File: src/rtl/hav_pkg.sv
// Shared types, constants and the arctangent table for the haversine block.
`default_nettype none
package hav_pkg;

  localparam int LatW   = 28;
  localparam int LonW   = 29;
  localparam int MilesW = 22;
  // Angle word: 2^-28 degree units, wide enough for any encoded difference.
  localparam int AngW   = 40;
  // CORDIC vector word: Q30 with guard bits.
  localparam int VecW   = 34;

  localparam logic signed [AngW-1:0] Ang90  = 40'sd24159191040;
  localparam logic signed [AngW-1:0] Ang180 = 40'sd48318382080;
  localparam logic signed [AngW-1:0] Ang360 = 40'sd96636764160;
  localparam logic signed [VecW-1:0] InvGain = 34'sd652032874;
  localparam logic signed [VecW-1:0] OneQ30  = 34'sd1073741824;
  localparam logic [27:0] MilesMult = 28'd144798332;
  localparam logic [MilesW-1:0] MilesMax = 22'd3181600;

  localparam logic [0:0] RegLat = 1'b0;
  localparam logic [0:0] RegLon = 1'b1;

  typedef logic signed [AngW-1:0] ang_t;
  typedef logic signed [VecW-1:0] vec_t;

  // Front-to-back queue entry: reduced angles and negate flags.
  typedef struct packed {
    ang_t z_dlat;
    ang_t z_dlon;
    ang_t z_rlat;
    ang_t z_slat;
    logic [3:0] neg;
  } hav_job_t;

  // Arctangent of 2^-i in 2^-28 degree units.
  function automatic ang_t atan_lut(input logic [4:0] i);
    ang_t r;
    r = '0;
    case (i)
      5'd0: r = 40'sd12079595520;  5'd1: r = 40'sd7131001626;
      5'd2: r = 40'sd3767825416;   5'd3: r = 40'sd1912607013;
      5'd4: r = 40'sd960014949;    5'd5: r = 40'sd480475470;
      5'd6: r = 40'sd240296363;    5'd7: r = 40'sd120155514;
      5'd8: r = 40'sd60078674;     5'd9: r = 40'sd30039451;
      5'd10: r = 40'sd15019740;    5'd11: r = 40'sd7509872;
      5'd12: r = 40'sd3754936;     5'd13: r = 40'sd1877468;
      5'd14: r = 40'sd938734;      5'd15: r = 40'sd469367;
      5'd16: r = 40'sd234684;      5'd17: r = 40'sd117342;
      5'd18: r = 40'sd58671;       5'd19: r = 40'sd29335;
      5'd20: r = 40'sd14668;       5'd21: r = 40'sd7334;
      5'd22: r = 40'sd3667;        5'd23: r = 40'sd1833;
      5'd24: r = 40'sd917;         5'd25: r = 40'sd458;
      5'd26: r = 40'sd229;         5'd27: r = 40'sd115;
      5'd28: r = 40'sd57;          5'd29: r = 40'sd29;
      5'd30: r = 40'sd14;          5'd31: r = 40'sd7;
      default: r = '0;
    endcase
    return r;
  endfunction

  // Wrap an angle into [-180,180), then fold beyond +-90 degrees.
  function automatic logic [AngW:0] reduce(input ang_t zin);
    ang_t z;
    logic n;
    z = zin;
    n = 1'b0;
    if (z >= Ang180) z = z - Ang360;
    if (z >= Ang180) z = z - Ang360;
    if (z < -Ang180) z = z + Ang360;
    if (z < -Ang180) z = z + Ang360;
    if (z > Ang90) begin
      z = z - Ang180;
      n = 1'b1;
    end else if (z < -Ang90) begin
      z = z + Ang180;
      n = 1'b1;
    end
    return {n, z};
  endfunction

endpackage
`default_nettype wire

File: src/rtl/hav_front.sv
// Front end: accepts sites, forms the four reduced angles and queues them.
`default_nettype none
module hav_front (
  input  wire logic clk,
  input  wire logic rst_n,
  input  wire logic signed [hav_pkg::LatW-1:0] ref_lat,
  input  wire logic signed [hav_pkg::LonW-1:0] ref_lon,
  input  wire logic in_valid,
  output logic      in_ready,
  input  wire logic signed [hav_pkg::LatW-1:0] in_lat,
  input  wire logic signed [hav_pkg::LonW-1:0] in_lon,
  output logic      q_valid,
  input  wire logic q_ready,
  output hav_pkg::hav_job_t q_job
);
  localparam int Depth = 4;
  localparam int Aw = $clog2(Depth);

  hav_pkg::hav_job_t mem_r [Depth];
  logic [Aw-1:0] wp_r, rp_r;
  logic [Aw:0] cnt_r, cnt_nxt;
  hav_pkg::hav_job_t job;
  logic [hav_pkg::AngW:0] r0, r1, r2, r3;
  logic push, pop;

  // Angle differences, latitudes and their reduction, one item per cycle while the queue has room.
  always_comb begin
    r0 = hav_pkg::reduce(hav_pkg::AngW'((41'(in_lat) - 41'(ref_lat)) <<< 7));
    r1 = hav_pkg::reduce(hav_pkg::AngW'((41'(in_lon) - 41'(ref_lon)) <<< 7));
    r2 = hav_pkg::reduce(hav_pkg::AngW'(41'(ref_lat) <<< 8));
    r3 = hav_pkg::reduce(hav_pkg::AngW'(41'(in_lat) <<< 8));
    job.z_dlat = r0[hav_pkg::AngW-1:0];
    job.z_dlon = r1[hav_pkg::AngW-1:0];
    job.z_rlat = r2[hav_pkg::AngW-1:0];
    job.z_slat = r3[hav_pkg::AngW-1:0];
    job.neg = {r3[hav_pkg::AngW], r2[hav_pkg::AngW], r1[hav_pkg::AngW], r0[hav_pkg::AngW]};
  end

  assign in_ready = (cnt_r != (Aw+1)'(Depth));
  assign q_valid  = (cnt_r != '0);
  assign push = in_valid && in_ready;
  assign pop  = q_valid && q_ready;
  assign q_job = mem_r[rp_r];

  // Queue storage.
  always_ff @(posedge clk) begin
    if (push) mem_r[wp_r] <= job;
  end

  always_comb begin
    cnt_nxt = cnt_r + (Aw+1)'(push) - (Aw+1)'(pop);
  end

  // Queue pointers.
  always_ff @(posedge clk) begin
    if (!rst_n) begin
      wp_r <= '0;
      rp_r <= '0;
      cnt_r <= '0;
    end else begin
      if (push) wp_r <= wp_r + 1'b1;
      if (pop) rp_r <= rp_r + 1'b1;
      cnt_r <= cnt_nxt;
    end
  end

  a_no_overflow: assert property (@(posedge clk) disable iff (!rst_n)
    cnt_r == (Aw+1)'(Depth) |-> !push) else $error("queue overflow");
  a_no_underflow: assert property (@(posedge clk) disable iff (!rst_n)
    cnt_r == '0 |-> !pop) else $error("queue underflow");
  a_count: assert property (@(posedge clk) disable iff (!rst_n)
    cnt_r <= (Aw+1)'(Depth)) else $error("queue count out of range");

endmodule
`default_nettype wire

File: config.mk
export PLATFORM = sky130hd
export DESIGN_NAME = hav_front
export DESIGN_NICKNAME = d
export VERILOG_FILES = /design/src/rtl/hav_pkg.sv /design/src/rtl/hav_front.sv
export SDC_FILE = /design/constraint.sdc
export NUM_CORES = 1
export LEC_CHECK = 0
export ABC_AREA = 1
export BUFFER_PORTS_ARGS = -buffer_cell sky130_fd_sc_hd__buf_2
export CAP_MARGIN = 20
export CORE_ASPECT_RATIO = 0.75
export CORE_UTILIZATION = 35
export DETAILED_ROUTE_END_ITERATION = 10
export GPL_TIMING_DRIVEN = 0
export PLACE_DENSITY_LB_ADDON = 0.25
export SKIP_CTS_REPAIR_TIMING = 1
export SYNTH_ARGS = -nofsm -noshare
export SYNTH_HDL_FRONTEND = slang
export SYNTH_SLANG_ARGS = --single-unit
File: constraint.sdc
create_clock -name clk -period 8.4 [get_ports clk]
set_input_delay 0 -clock clk [delete_from_list [all_inputs] [get_ports clk]]
set_output_delay 0 -clock clk [all_outputs]
set_load 0.1 [all_outputs]
==> results.ini, run 1 <==
[layout]
final_net_count=2996
fill_cells=6902
stdcell_count=3815
area_delta_synth_final_pct=21.0
drive_above_1_share_pct=17.4

[yosys]
syn_area_um2=26000
synth_fa_ha_area_share_pct=4.13
synth_cell_types=58
synth_most_common_cell=edfxtp_1
synth_common_cells=536 x edfxtp_1, 341 x nor2_1, 302 x o21ai_0
synth-main-ff-cell=edfxtp_1
yosys_warnings=0
synth_xor_area_share_pct=2.12
synth_top_family_by_area=simple AND/OR/NAND/NOR gates
yosys.area.top_type=edfxtp_1
avgSynthCellArea_um2=10.9
async_flop_share_pct=0
synth_edf_count=536
synth_cells=2376
seq_area_frac_synth_pct=62.7
muxShareOfSynthArea_pct=0.0386
synth-seq-cells=545
synth_top_area_share_pct=62.0
yosys.area_share.simple_pct=13.7
yosys-top-cells-area=edfxtp_1 62%, o21ai_0 5.8%, nor2_1 4.9%
synth-compound-area-share_pct=11.8

[floorplanning]
rows=86
die_area_um2=75300
design.core.area_um2=73400
die_w_um=317
fp.dieH_um=238
initial_utilization_pct=35.4
io_pins=284

[drt]
drc_errors=0
vias_per_cell=5.08
drt_iter0_drc=1635
first_pass_iters=8
vias=19400
drt-total-wl_mm=75.3
wire_per_inst_um=19.7
ant_nets=0

[clocking]
clockBufferDepth=3
cts_tree=yes
cts_root_buf=clkbuf_16
path_clk_slew_ns=0.06
insertion_delay_ns=0.60
numCtsBuffers=57
cts_max_level=2
clock_sinks=545

[status]
violations=hold timing
status=finished, violations left

[pwr]
ir_drop_mv=0.281
p_leak_nw=12.2
p_per_area_nw_per_um2=356

[global_routing]
antenna_found_initial=9
grt_pass1_vias=18700
grt.overflow.total=0
track_usage_pct=19.7
grt_pass1_wl_mm=113
grt_start_max_net_pins=29

[min_path]
hp-class=in2reg

[timing]
worst_pin_slew_ns=1.06
relSlewSlack_pct=29.5
setup_viol=0
hold_viol=4
finalCritPeriodShare_pct=57.3
rsz0062_at_grt=false
timing.fmax_ghz=0.208
timing.final.crit_period_ns=4.82
fin_hold_ws_ns=-0.0133
maxSlewViolCount=0
fin_skew_ns=0.0194

[worst_setup_path]
crit_path_frequent_cell=nand2_2
worstPathRequired_ns=8.75
cp_slowest_stage_delay_ns=0.53
end_kind=flop
cp-start-kind=input pin
arrival_ns=5.16
cp_max_fo=10
crit_type=in2reg
crit_slowest_cell=dlygate4sd3_1

[run]
drv_cap=0

[placement]
io_buffer_count=252
placed_cells=3648
hpwl_mm=54.2
gp_congestion=0.882

-- cell families after synthesis --
family / after synthesis
other: 1
flip-flops: 545
buffers and inverters: 344
AND/OR/NAND/NOR: 791
adder cells (fa/ha/maj): 84
multiplexers: 1
AO/OA/AOI/OAI: 548
XOR/XNOR: 62
-- path summary, 6_finish.rpt --
path                   start            end  slack [ns]  cells after the start
setup / recovery  ref_lon[0]  mem_r[0][115]        3.58                     41
hold / removal     in_lon[3]   mem_r[2][94]       -0.01                      4
setup reg to reg    cnt_r[1]    mem_r[0][0]        5.81                      8
hold reg to reg      rp_r[1]        rp_r[1]        0.48                      2
-- flip-flops by register name, summed over array words and instances (netlist names), named ones only --
signal and flops:
mem_r 536, rp_r 2, wp_r 2, cnt_r 3
-- per-layer routing --
layer  vias to the layer above  part of all wire (%)  global-route usage, %
li1                       9215                     -                      -
met2                       583                    47                   32.2
met3                        86                   6.2                   2.88
met1                      9481                    45                   27.6
met4                         0                   1.6                   4.55
met5                         -                     0                      0
-- final cells by class --
class	instances	area [um^2]	share of cell area, %
Antenna cell	8	20.0	0.0637
Buffer	128	613	1.95
Clock buffer	67	1460	4.66
Clock inverter	37	302	0.960
Inverter	216	812	2.58
Multi-Input combinational cell	1516	8400	26.7
Sequential cell	545	16300	51.8
Tap cell	968	1210	3.85
Timing Repair Buffer	330	2320	7.40
-- cells in the final DEF (no fill, tap or decap), types with 7 or more instances in the layout --
master         netlist  final
nor2_1             341    337
nor2_4               3      7
ha_1                81     81
o21ai_0            302    302
buf_12               1     17
clkbuf_16            0     57
inv_2               11     11
buf_2                0    252
nand2_1            261    261
nand2_2             32     32
clkbuf_1            92    102
nand4_1             25     25
nand3_1             62     62
nor3_1              12     12
nor4_1              17     17
o22ai_1            139    139
clkinv_1             2     12
buf_4               31     31
edfxtp_1           536    536
inv_1              202    202
diode_2              0      8
nand2_4             14     14
dlygate4sd3_1        0     55
a21oi_1             59     59
conb_1               1     30
buf_16               0      7
xnor2_1             25     25
xor2_1              36     36
clkinv_2             1     16
dfxtp_1              9      9
-- metrics by stage --
stage	power (mW)	TNS [ns]	setup slack, ns	cell area, um^2	utilization (%)
global route	11.6	0	3.16	31400	42.8
CTS	11.2	0	3.51	30900	42.0
detailed placement	8.84	0	3.50	29100	39.6
floorplan	7.63	0	0.582	26100	-
finish	11.2	0	3.58	31400	42.8
global placement	8.82	-1829.81	-3.57	28500	38.9
-- worst max-delay path, delay by kind of cell --
family          cells  cell delay, ns
simple gates       28            2.58
buf+inv             7            1.15
compound gates      1            0.21
fa+ha+maj           5            1.24
-- power breakdown --
| part | internal [mW] | total, mW | leakage (nW) | switching [mW] |
|---|---|---|---|---|
| combinational | 0.908 | 5.21 | 6.34 | 4.30 |
| clock | 1.37 | 2.39 | 0.870 | 1.03 |
| sequential | 3.51 | 3.58 | 4.99 | 0.0715 |
No activity file was read; power rests on OpenSTA's default activity.
==> inputs of run 2 (changes only) <==
==> constraint.sdc (replaced) <==
create_clock -name clk -period 4.6 [get_ports clk]
set_input_delay 0 -clock clk [delete_from_list [all_inputs] [get_ports clk]]
set_output_delay 0 -clock clk [all_outputs]
set_load 0.1 [all_outputs]
==> run 2 against run 1 <==
The flow now finishes without violations. Via count grew 0.65%. Critical path depth shrank 16. First-iteration DRC count shrank 2.6%. Register-to-register slack lost 4.0 ns. Non-clock buffer count shrank 2. Wire length grew 0.34%. Final area grew 0.37%. Power grew 85%. Global-route usage shrank 0.097 points. Core utilization grew 0.16 points. Worst setup slack lost 3.3 ns. Critical path type unchanged.
==> results.ini, run 2 (synthesized netlist as in run 1, its figures left out) <==
[run]
drv_cap=0  ; unchanged

[drt]
drt-total-wl_mm=75.6  ; +0.34%
ant_nets=0  ; unchanged
drt_iter0_drc=1592  ; -2.6%
drc_errors=0  ; unchanged
first_pass_iters=6  ; -2
vias_per_cell=5.11  ; +0.68%
vias=19500  ; +0.65%
wire_per_inst_um=19.8  ; +0.37%

[worst_setup_path]
crit_end=mem_r[3][158]
arrival_ns=4.61  ; -0.55 ns
worstPathRequired_ns=4.94  ; -3.81 ns
startpoint=ref_lat[4]
rrSetupSlack_ns=1.79  ; -4.02 ns
end_kind=flop
timing.rr.end=mem_r[1][161]
cp-start-kind=input pin
cp_max_fo=10  ; unchanged
r2r_cells=7  ; -1
r2r-start=cnt_r[1]
crit_type=in2reg

[layout]
area_delta_synth_final_pct=21.5
multiInputGateArea_um2=8410  ; about the same
regArea_um2=16300  ; unchanged
drive_above_1_share_pct=17.7  ; +0.32 points
final_common_cell=edfxtp_1
final_net_count=2994  ; -0.067%
stdcell_count=3814  ; -0.026%
fill_cells=6862  ; -0.58%
top_register=mem_r
top_regs=mem_r: 536 flops, cnt_r: 3 flops
largest_reg_flops=536  ; unchanged
final_cell_mix=536 x edfxtp_1, 337 x nor2_1, 302 x o21ai_0

[clocking]
numCtsBuffers=57  ; unchanged
cts_root_buf=clkbuf_16
cts_max_level=2  ; unchanged
clockBufferDepth=3  ; unchanged
clock_sinks=545  ; unchanged
insertion_delay_ns=0.63  ; +0.03 ns
path_clk_slew_ns=0.06  ; about the same
cts_tree=yes

[placement]
hpwl_mm=54.0  ; -0.32%
placed_cells=3647  ; -0.027%
io_buffer_count=252  ; unchanged
gp_congestion=0.884  ; +0.23%

[timing]
rsz0062_at_grt=false
worst_pin_slew_ns=1.15  ; +0.0952 ns
timing.final.crit_period_ns=4.27
relSlewSlack_pct=23.0  ; -6.4 points
fin_skew_ns=0.0205  ; +0.00110 ns
timing.fmax_ghz=0.234
setup_viol=0  ; unchanged
finalCritPeriodShare_pct=92.8
maxSlewViolCount=0  ; unchanged
fin_hold_ws_ns=0.0112  ; +0.0245 ns
hold_viol=0  ; -4

[floorplanning]
initial_utilization_pct=35.4  ; unchanged
fp.dieH_um=238  ; unchanged
die_w_um=317  ; unchanged
rows=86  ; unchanged
design.core.area_um2=73400  ; unchanged
die_area_um2=75300  ; unchanged
io_pins=284  ; unchanged

[global_routing]
grt.overflow.total=0  ; unchanged
grt_pass1_vias=18800  ; +0.66%
antenna_found_initial=6  ; -3
grt_start_max_net_pins=28  ; -3.4%
track_usage_pct=19.6  ; -0.097 points
grt_pass1_wl_mm=112  ; -0.48%

[pwr]
p_per_area_nw_per_um2=656  ; +84%
p_total_mw=20.7  ; +85%
p_leak_nw=12.2  ; +0.41%
ir_drop_mv=0.485  ; +72%

[status]
status=finished clean

[min_path]
hp-class=in2reg

[run 2: changes by cell type in the layout (fill, tap and decap cells not counted), moves of 2 or more]
cell        before  now
clkinv_8         0    2
bufinv_16        4    8
clkbuf_1       102   98
clkbuf_2         0    4
clkinvlp_4       3    5
clkinv_2        16   12
clkinv_1        12    9
[run 2: final cells by class]
type / count / area share (%)
antenna: 7 / 0.0555
buffer: 127 / 1.95
clock buffer: 68 / 4.65
clock inverter: 38 / 1.38
inverter: 216 / 2.57
multi-input combinational: 1516 / 26.7
sequential: 545 / 51.6
tap: 968 / 3.84
timing repair buffer: 329 / 7.28
[run 2: stage by stage]
| step | setup TNS (ns) | worst slack, ns | instance area [um^2] | utilization (%) |
|---|---|---|---|---|
| 4_1_cts | -3.53 | -0.327 | 31000 | 42.2 |
| 6_report | 0 | 0.333 | 31500 | 43.0 |
| 2_1_floorplan | -542.03 | -1.01 | 26100 | - |
| 3_5_place_dp | -15.77 | -0.304 | 29100 | 39.6 |
| 3_3_place_gp | -1671.34 | -3.23 | 28600 | 38.9 |
| 5_1_grt | 0 | 0.00241 | 31500 | 43.0 |
[run 2: routing by layer]
metal / global-route usage, % / vias to the layer above / wire, um
li1: - / 9225 / -
met1: 27.2 / 9597 / 33700
met2: 32.5 / 580 / 36100
met3: 2.36 / 87 / 4190
met4: 5.07 / 2 / 1580
met5: 0 / - / 8
[run 2: worst max-delay path: stages]
cell	delay [ns]
dlygate4sd3_1	0.56
buf_2	0.19
inv_1	0.08
ha_1	0.35
nand2_1	0.08
o21ai_2	0.20
a31oi_2	0.15
o21ai_2	0.26
nand2_1	0.09
nand2_1	0.10
a21oi_1	0.06
o21bai_1	0.21
nand2_1	0.07
nand2_1	0.06
a21oi_1	0.11
o21ai_0	0.22
xor2_1	0.68
nand2_1	0.13
nand2_1	0.12
a21oi_1	0.08
nor3_2	0.30
nand2_1	0.13
buf_4	0.20
nand2_1	0.06
nand2_1	0.12
[run 2: worst min-delay path by stage]
stage                     start            to  slack (ns)  cells past startpoint
floorplan                 rst_n      cnt_r[0]        0.09                      2
global placement    ref_lat[10]  mem_r[3][62]        0.23                      1
detailed placement  ref_lat[10]  mem_r[0][62]        0.23                      1
CTS                 ref_lat[10]  mem_r[0][62]       -0.42                      1
global route          in_lon[3]  mem_r[0][94]        0.01                      4
finish                in_lon[3]  mem_r[1][94]        0.01                      4
[run 2: where the power goes]
group          internal (mW)  total [mW]  leakage, nW  switching (mW)
clock                   2.74        4.65        0.919            1.91
combinational           1.65        9.51         6.34            7.86
sequential              6.40        6.54         4.99           0.134
